**src/hdl/bol_pkg.sv**
```systemverilog
// Shared types and constants for the bounded ordered list unit.
`default_nettype none
package bol_pkg;

   localparam int LIST_DEPTH = 16;
   localparam int IDX_W      = (LIST_DEPTH > 1) ? $clog2(LIST_DEPTH) : 1;

   // Request modes.
   localparam logic [1:0] MODE_INSERT   = 2'd0;
   localparam logic [1:0] MODE_DELETE   = 2'd1;
   localparam logic [1:0] MODE_TRAVERSE = 2'd2;

   // Response status codes.
   localparam logic [2:0] ST_INSERTED = 3'd0;
   localparam logic [2:0] ST_FULL     = 3'd1;
   localparam logic [2:0] ST_DELETED  = 3'd2;
   localparam logic [2:0] ST_NOTFOUND = 3'd3;
   localparam logic [2:0] ST_ELEMENT  = 3'd4;
   localparam logic [2:0] ST_EMPTY    = 3'd5;

   // Operations broadcast to every cell of the chain.
   localparam logic [1:0] CELL_HOLD   = 2'd0;
   localparam logic [1:0] CELL_PUSH   = 2'd1;
   localparam logic [1:0] CELL_PULL   = 2'd2;
   localparam logic [1:0] CELL_ROTATE = 2'd3;

   typedef struct packed {
      logic [1:0]         mode;
      logic signed [31:0] value;
   } req_type;

   typedef struct packed {
      logic [2:0]         status;
      logic signed [31:0] item_value;
      logic               last;
   } rsp_type;

   typedef struct packed {
      logic [1:0]  op;
      logic [31:0] key;
   } cell_cmd_type;

   typedef struct packed {
      logic        valid;
      logic [31:0] value;
   } cell_link_type;

endpackage
`default_nettype wire

```
**src/hdl/bounded_ordered_list_unit.sv**
```systemverilog
// Top level of the bounded ordered list unit: cell chain and command control.
//
//   channel   ports                      transfer
//   request   start, busy, req_item      edge with start high and busy low
//   response  rsp_strobe, rsp_item       every edge ending a strobe cycle
//
// Insert and delete answer in the cycle after the transfer, from a register.
// Traverse of n entries rotates the cell chain once per cycle and holds busy
// until the last entry has been emitted; results stream out one per cycle.
// Reset empties the list at once (cell occupancy bits only).
// The receiver cannot stall; results are never held back.
`default_nettype none
module bounded_ordered_list_unit (
   input  wire logic             clock,
   input  wire logic             reset,
   input  wire logic             start,
   output logic                  busy,
   input  wire bol_pkg::req_type req_item,
   output logic                  rsp_strobe,
   output bol_pkg::rsp_type      rsp_item
);

   localparam int DEPTH = bol_pkg::LIST_DEPTH;
   localparam int IW    = bol_pkg::IDX_W;

   bol_pkg::cell_cmd_type  cmd;
   bol_pkg::cell_link_type held [DEPTH];
   bol_pkg::cell_link_type prev_link [DEPTH];
   bol_pkg::cell_link_type next_link [DEPTH];
   logic [DEPTH:0]         found;
   logic [DEPTH-1:0]       vld;

   logic              busy_ff, busy_in;
   logic [IW-1:0]     idx_ff, idx_in;
   logic              strobe_ff, strobe_in;
   bol_pkg::rsp_type  rsp_ff, rsp_in;

   logic          accept, full, traversing, last_elem;
   logic [IW-1:0] cur_idx;
   logic [IW:0]   nxt_idx;

   assign found[0] = 1'b0;

   for (genvar i = 0; i < DEPTH; i++) begin : g_chain
      if (i == 0) begin : g_head
         assign prev_link[i] = '{valid: 1'b1, value: req_item.value};
      end else begin : g_body
         assign prev_link[i] = held[i-1];
      end
      if (i == DEPTH - 1) begin : g_tail
         assign next_link[i] = '{valid: 1'b0, value: 32'd0};
      end else begin : g_inner
         assign next_link[i] = held[i+1];
      end
      assign vld[i] = held[i].valid;

      bol_cell u_cell (
         .clock       (clock),
         .reset       (reset),
         .cmd         (cmd),
         .from_prev   (prev_link[i]),
         .from_next   (next_link[i]),
         .front_value (held[0].value),
         .found_in    (found[i]),
         .found_out   (found[i+1]),
         .held        (held[i])
      );
   end

   assign accept  = start && !busy_ff;
   assign full    = vld[DEPTH-1];
   assign cur_idx = busy_ff ? idx_ff : '0;
   assign nxt_idx = {1'b0, cur_idx} + (IW+1)'(1);

   always_comb begin
      if (nxt_idx == (IW+1)'(DEPTH)) begin
         last_elem = 1'b1;
      end else begin
         last_elem = !vld[nxt_idx[IW-1:0]];
      end
   end

   assign traversing = busy_ff ||
                       (accept && (req_item.mode == bol_pkg::MODE_TRAVERSE) && vld[0]);

   always_comb begin
      cmd.key = req_item.value;
      cmd.op  = bol_pkg::CELL_HOLD;
      if (traversing) begin
         cmd.op = bol_pkg::CELL_ROTATE;
      end else if (accept) begin
         case (req_item.mode)
            bol_pkg::MODE_INSERT: begin
               if (!full) begin
                  cmd.op = bol_pkg::CELL_PUSH;
               end
            end
            bol_pkg::MODE_DELETE: begin
               cmd.op = bol_pkg::CELL_PULL;
            end
            default: begin
            end
         endcase
      end
   end

   always_comb begin
      busy_in   = busy_ff;
      idx_in    = idx_ff;
      strobe_in = 1'b0;
      rsp_in    = rsp_ff;
      if (traversing) begin
         // The front cell always holds the next entry to emit while rotating.
         strobe_in = 1'b1;
         rsp_in    = '{status: bol_pkg::ST_ELEMENT, item_value: held[0].value,
                       last: last_elem};
         busy_in   = !last_elem;
         idx_in    = nxt_idx[IW-1:0];
      end else if (accept) begin
         case (req_item.mode)
            bol_pkg::MODE_INSERT: begin
               strobe_in = 1'b1;
               rsp_in    = '{status: full ? bol_pkg::ST_FULL : bol_pkg::ST_INSERTED,
                             item_value: req_item.value, last: 1'b1};
            end
            bol_pkg::MODE_DELETE: begin
               strobe_in = 1'b1;
               rsp_in    = '{status: found[DEPTH] ? bol_pkg::ST_DELETED
                                                  : bol_pkg::ST_NOTFOUND,
                             item_value: req_item.value, last: 1'b1};
            end
            bol_pkg::MODE_TRAVERSE: begin
               strobe_in = 1'b1;
               rsp_in    = '{status: bol_pkg::ST_EMPTY, item_value: 32'sd0, last: 1'b1};
            end
            default: begin
            end
         endcase
      end
   end

   always_ff @(posedge clock) begin
      if (reset) begin
         busy_ff   <= 1'b0;
         idx_ff    <= '0;
         strobe_ff <= 1'b0;
      end else begin
         busy_ff   <= busy_in;
         idx_ff    <= idx_in;
         strobe_ff <= strobe_in;
      end
   end

   always_ff @(posedge clock) begin
      rsp_ff <= rsp_in;
   end

   assign busy       = busy_ff;
   assign rsp_strobe = strobe_ff;
   assign rsp_item   = rsp_ff;

endmodule
`default_nettype wire

```
**src/hdl/bol_cell.sv**
```systemverilog
// One list position: holds an entry and trades it with its neighbours.
`default_nettype none
module bol_cell (
   input  wire logic                   clock,
   input  wire logic                   reset,
   input  wire bol_pkg::cell_cmd_type  cmd,
   input  wire bol_pkg::cell_link_type from_prev,
   input  wire bol_pkg::cell_link_type from_next,
   input  wire logic [31:0]            front_value,
   input  wire logic                   found_in,
   output logic                        found_out,
   output bol_pkg::cell_link_type      held
);

   logic        valid_ff, valid_in;
   logic [31:0] value_ff, value_in;
   logic        match;

   assign match     = valid_ff && (value_ff == cmd.key);
   assign found_out = found_in || match;
   assign held      = '{valid: valid_ff, value: value_ff};

   always_comb begin
      valid_in = valid_ff;
      value_in = value_ff;
      case (cmd.op)
         bol_pkg::CELL_PUSH: begin
            valid_in = from_prev.valid;
            value_in = from_prev.value;
         end
         bol_pkg::CELL_PULL: begin
            // The first matching cell and every one behind it close the gap.
            if (found_out) begin
               valid_in = from_next.valid;
               value_in = from_next.value;
            end
         end
         bol_pkg::CELL_ROTATE: begin
            // The last occupied cell takes the front entry, so the list comes full circle.
            if (valid_ff) begin
               value_in = from_next.valid ? from_next.value : front_value;
            end
         end
         default: begin
         end
      endcase
   end

   always_ff @(posedge clock) begin
      if (reset) begin
         valid_ff <= 1'b0;
      end else begin
         valid_ff <= valid_in;
      end
   end

   always_ff @(posedge clock) begin
      value_ff <= value_in;
   end

endmodule
`default_nettype wire

```
**config.mk**
```make
export PLATFORM = sky130hd
export DESIGN_NAME = bounded_ordered_list_unit
export DESIGN_NICKNAME = d
export VERILOG_FILES = /design/src/hdl/bol_pkg.sv /design/src/hdl/bounded_ordered_list_unit.sv /design/src/hdl/bol_cell.sv
export SDC_FILE = /design/constraint.sdc
export NUM_CORES = 2
export LEC_CHECK = 0
export ABC_AREA = 1
export BUFFER_PORTS_ARGS = -buffer_cell sky130_fd_sc_hd__buf_2
export CELL_PAD_IN_SITES_DETAIL_PLACEMENT = 0
export CELL_PAD_IN_SITES_GLOBAL_PLACEMENT = 1
export CORE_ASPECT_RATIO = 1.75
export CORE_MARGIN = 2
export CORE_UTILIZATION = 45
export DETAILED_ROUTE_END_ITERATION = 10
export MAX_ROUTING_LAYER = met4
export PLACE_DENSITY = 0.88
export SLEW_MARGIN = 15
export SYNTH_ARGS = -nofsm -noshare
export SYNTH_HDL_FRONTEND = slang
export SYNTH_SLANG_ARGS = --single-unit
```
**constraint.sdc**
```tcl
create_clock -name clock -period 3.7 [get_ports clock]
set_input_delay 0.37 -clock clock [delete_from_list [all_inputs] [get_ports clock]]
set_output_delay 0.37 -clock clock [all_outputs]
set_load 0.05 [all_outputs]
```
==> flow_metrics.tcl, run 1 <==
set metrics [dict create \
    synth_edf_count 545 \
    grt.overflow.total 122 \
    fp.dieH_um 372 \
    portBuffers 74 \
    grt_pass1_wl_um 341000 \
    clockRootBuffer "clkbuf_16" \
    dp_hpwl_um 174000 \
    async_flop_share 0 \
    track_usage 0.643 \
    gp_congestion 1.13 \
    clockBufferDepth 3 \
    grt_pass1_vias 38500 \
    seq_area_frac_synth 0.483 \
    die_w_um 214 \
    h-tree-depth 2 \
    syn_nets 4058 \
    lastStage "global routing (5_1_grt)" \
    synth_top_cells_by_area "edfxtp_1 (47%), nand2_1 (10%), o221ai_1 (9.5%)" \
    tool.error "[ERROR GRT-0116] Global routing finished with congestion. Check the congestion regions in the DRC Viewer." \
    yosys.cell_types.count 51 \
    synth_ff_type "edfxtp_1" \
    start_util 0.453 \
    grt_max_degree 173 \
    place_area_um2 38400 \
    outcome "stopped before the end" \
    syn_area_um2 34900 \
    cts_buffers 57 \
    yosysTopAreaCell "edfxtp_1" \
    placementRows 135 \
    syn_inst 4015 \
    io_pins 75 \
    clkSinkCount 570 \
    avgSynthCellArea_um2 8.69 \
    synth_top_area_frac 0.469 \
    ys_ff_latch 570 \
    yosys_warnings 0 \
]
cell usage after synthesis (14+ instances only):
library cell,number
o21ai_0,317
nor4_1,50
nand4_1,50
edfxtp_1,545
clkbuf_1,157
nand2_1,971
a221oi_1,17
dfxtp_1,25
xor2_1,104
o2111ai_1,24
inv_1,486
nand3_1,110
nor3_1,25
a21oi_1,39
buf_1,14
o22ai_1,211
xnor2_1,67
o221ai_1,379
o21ai_1,17
nor2_1,145
o211ai_1,43
inv_2,40
buf_2,90
through the flow:
| step | worst slack [ps] | setup TNS, ps | util | instances | hold WS, ps |
|---|---|---|---|---|---|
| 2_1_floorplan | -349 | -33550 | - | 4015 | 432 |
| 3_5_place_dp | -76.2 | -2370 | 0.498 | 5158 | 444 |
| 4_1_cts | 292 | 0 | 0.525 | 5266 | 214 |
| 3_3_place_gp | -102 | -3730 | 0.498 | 5158 | 436 |
cells by family after synthesis:
kind of cell             share of synthesized area
adder cells (fa/ha/maj)                    0.00215
buffers and inverters                       0.0932
AND/OR/NAND/NOR                              0.167
XOR/XNOR                                    0.0429
AO/OA/AOI/OAI                                0.212
flip-flops                                   0.483
metal layers:
layer	GRT overflow	GRT usage
met5	-	-
met4	64	0.715
met3	0	0.301
met2	58	0.884
met1	0	0.633
repair_timing:
action / CTS
gates resized for setup: 0
hold buffers: 1
hold endpoints to repair: 2
buffers inserted: 0
==> inputs of run 2 (changes only) <==
Settings changed: CELL_PAD_IN_SITES_DETAIL_PLACEMENT 0 to not set, CELL_PAD_IN_SITES_GLOBAL_PLACEMENT 1 to not set, CORE_ASPECT_RATIO 1.75 to not set, CORE_UTILIZATION 45 to 40, MAX_ROUTING_LAYER met4 to not set, PLACE_DENSITY 0.88 to not set, PLACE_DENSITY_LB_ADDON set to 0.15.
Clock period 3.7 ns to 4.8 ns, I/O delays scaled along.
==> run 2 against run 1 <==
Compared with the run above: the flow now finishes without violations; synthesized cell count is the same; area after synthesis is the same.
==> flow_metrics.tcl, run 2 <==
set metrics [dict create \
    outcome "complete, no violations" \
    synthToLayoutAreaGrowth_pct 12.7 \
    finalHoldViolations 0 \
    synth_top_family_by_area "compound AO/OA/AOI/OAI gates" \
    io_pins 75 \
    grt_max_degree 136 \
    fin_tns_setup_ps 0 \
    drtIter0Drc 5919 \
    dp_hpwl_um 157000 \
    holdBufCountCts 0 \
    h-tree-depth 3 \
    fp.dieH_um 299 \
    synth_mux_area_frac 0 \
    worst_pin_slew_ps 1380 \
    fillers 8634 \
    slew_headroom 0.0720 \
    clockRootBuffer "clkbuf_16" \
    gp_congestion 1.11 \
    clock.fmax_mhz 254 \
    synth_compound_area_frac 0.212 \
    final_max_slew_viol_count 0 \
    antenna_left 0 \
    mostFrequentLayoutCells "nand2_1 (970), edfxtp_1 (545), inv_1 (486)" \
    portBuffers 74 \
    leakage_nw 14.8 \
    clkPwrFrac 0.397 \
    grt_setup_unrepaired "no" \
    largest_reg_flops 512 \
    yosysMostFrequentCell "nand2_1" \
    grt_pass1_vias 33100 \
    place_area_um2 37100 \
    syn_area_um2 34900 \
    layout_commonest_cell "nand2_1" \
    cp.required_ps 5260 \
    clockBufferDepth 3 \
    cp_cell_sequence "inv_2, nand3_1, nand2_8, inv_4, nor2_4, inv_2, buf_4, nor2_1, inv_2, o221ai_1" \
    comb_power_share 0.162 \
    syn_nets 4058 \
    synth_edf_count 545 \
    yosys.cell_types.count 51 \
    drc 0 \
    critPathSlowestCell "nor2_1" \
    clock_latency_ps 670 \
    vdd_drop_max_mv 0.256 \
    vias 35600 \
    period_share 0.819 \
    die_w_um 299 \
    grt_pass1_wl_um 281000 \
    clkSinkCount 570 \
    dr.pass1.iters 6 \
    start_util 0.403 \
    antenna_found_initial 7 \
    layout-drive-gt1-share 0.102 \
    avgSynthCellArea_um2 8.69 \
    setup_viol 0 \
    synth_top_cells_by_area "edfxtp_1 (47%), nand2_1 (10%), o221ai_1 (9.5%)" \
    syn_inst 4015 \
    crit_path_end_kind "flip-flop" \
    regMostFlops "g_chain.u_cell.value_ff" \
    critical_path_class "reg -> reg" \
    clk_pin_slew_worst_paths_ps 60 \
    path_common_cell "inv_2" \
    synth_ff_type "edfxtp_1" \
    hold_path_depth 2 \
    switching_share 0.318 \
    hold_path_class "in -> reg" \
    async_flop_share 0 \
    stdcell_area_um2 39300 \
    dieArea_um2 89600 \
    vias_per_cell 6.78 \
    r2r_cells 10 \
    p_int_mw 9.18 \
    core_um2 86600 \
    cellPowerDensity_nw_per_um2 342 \
    placementRows 108 \
    p_sw_mw 4.27 \
    synth_xor_area_frac 0.0429 \
    drt_wl_total_um 208000 \
    place_ws_ps 745 \
    cp_data_arrival_time_ps 4390 \
    yosysTopAreaCell "edfxtp_1" \
    post_cts_resize_count 0 \
    synth_top_area_frac 0.469 \
    timing.final.ws_setup_ps 867 \
    ys_ff_latch 570 \
    cts_buffers 73 \
    min_period_ps 3930 \
    crit_path_max_fanout 44 \
    yosys_warnings 0 \
    cts_tree "done" \
    fin_util 0.454 \
    start_kind "flip-flop" \
    seq_power_share 0.440 \
    drv_cap 0 \
    nets 4091 \
    track_usage 0.456 \
    grt.overflow.total 0 \
    cp_slowest_stage_delay_ps 970 \
    seq_area_frac_synth 0.483 \
    post_cts_buffers 0 \
    wl_per_cell_um 39.6 \
    synth-simple-area-share 0.167 \
    synthTopCellsByCount "nand2_1 (971), edfxtp_1 (545), inv_1 (486)" \
    synthAdderAreaFrac 0.00215 \
    fin_skew_ps 31.8 \
]
run 2: cell counts after synthesis:
No cell type changed its count.
run 2: layout make-up:
| type | instances | area, um^2 | share of cell area |
|---|---|---|---|
| Multi-Input combinational cell | 2634 | 14900 | 0.380 |
| Timing Repair Buffer | 237 | 1810 | 0.0462 |
| Clock inverter | 32 | 282 | 0.00716 |
| Tap cell | 1155 | 1450 | 0.0368 |
| Antenna cell | 1 | 2.50 | 0.0000637 |
| Clock buffer | 96 | 1940 | 0.0494 |
| Sequential cell | 570 | 16900 | 0.429 |
| Inverter | 532 | 2010 | 0.0512 |
run 2: cell families (layout without fill, tap and decap cells):
group,after synthesis,after routing
other,0,1
adders and majority gates,6,6
buffers and inverters,811,897
AOI/OAI and AO/OA,1071,1071
and+or+nand+nor,1386,1386
DFF,570,570
xor gates and xnor gates,171,171
run 2: worst paths after layout:
check                                   from                              end  slack, ps
worst max-delay path                    busy  g_chain[14].u_cell.value_ff[21]        870
worst min-delay path                   reset      g_chain[15].u_cell.valid_ff        130
worst max register to register          busy  g_chain[14].u_cell.value_ff[21]        870
worst min register to register  rsp_item[35]                     rsp_item[35]        450
run 2: power groups by stage:
stage	Clock, mW	Combinational (mW)	Sequential (mW)
2_1_floorplan	0	1.04	6.01
3_3_place_gp	0	2.07	6.02
3_5_place_dp	0	2.06	6.02
4_1_cts	5.34	2.07	5.92
5_1_grt	5.52	2.22	5.94
6_report	5.35	2.18	5.93
run 2: critical path, delay by kind of cell, from the launching register on:
| family | cells | cell delay, ps |
|---|---|---|
| simple gates | 4 | 1780 |
| buf+inv | 5 | 1180 |
| flops | 1 | 420 |
| compound gates | 1 | 310 |
run 2: routing by layer:
metal | wire, um | part of all wire | up-vias | GRT usage
met5 | 12 | 0.000058 | - | 0
met4 | 21500 | 0.10 | 2 | 0.382
met3 | 23600 | 0.11 | 706 | 0.102
met2 | 89300 | 0.43 | 3036 | 0.682
met1 | 74000 | 0.36 | 17400 | 0.563
li1 | - | - | 14500 | -
run 2: stage by stage:
stage / hold WS (ps) / std cells / total power, mW
detailed placement: 439 / 5127 / 8.08
global placement: 438 / 5127 / 8.09
global route: 155 / 5256 / 13.7
finish: 125 / 5257 / 13.5
floorplan: 453 / 4015 / 7.05
CTS: 130 / 5255 / 13.3
No activity file was read; power rests on OpenSTA's default activity.
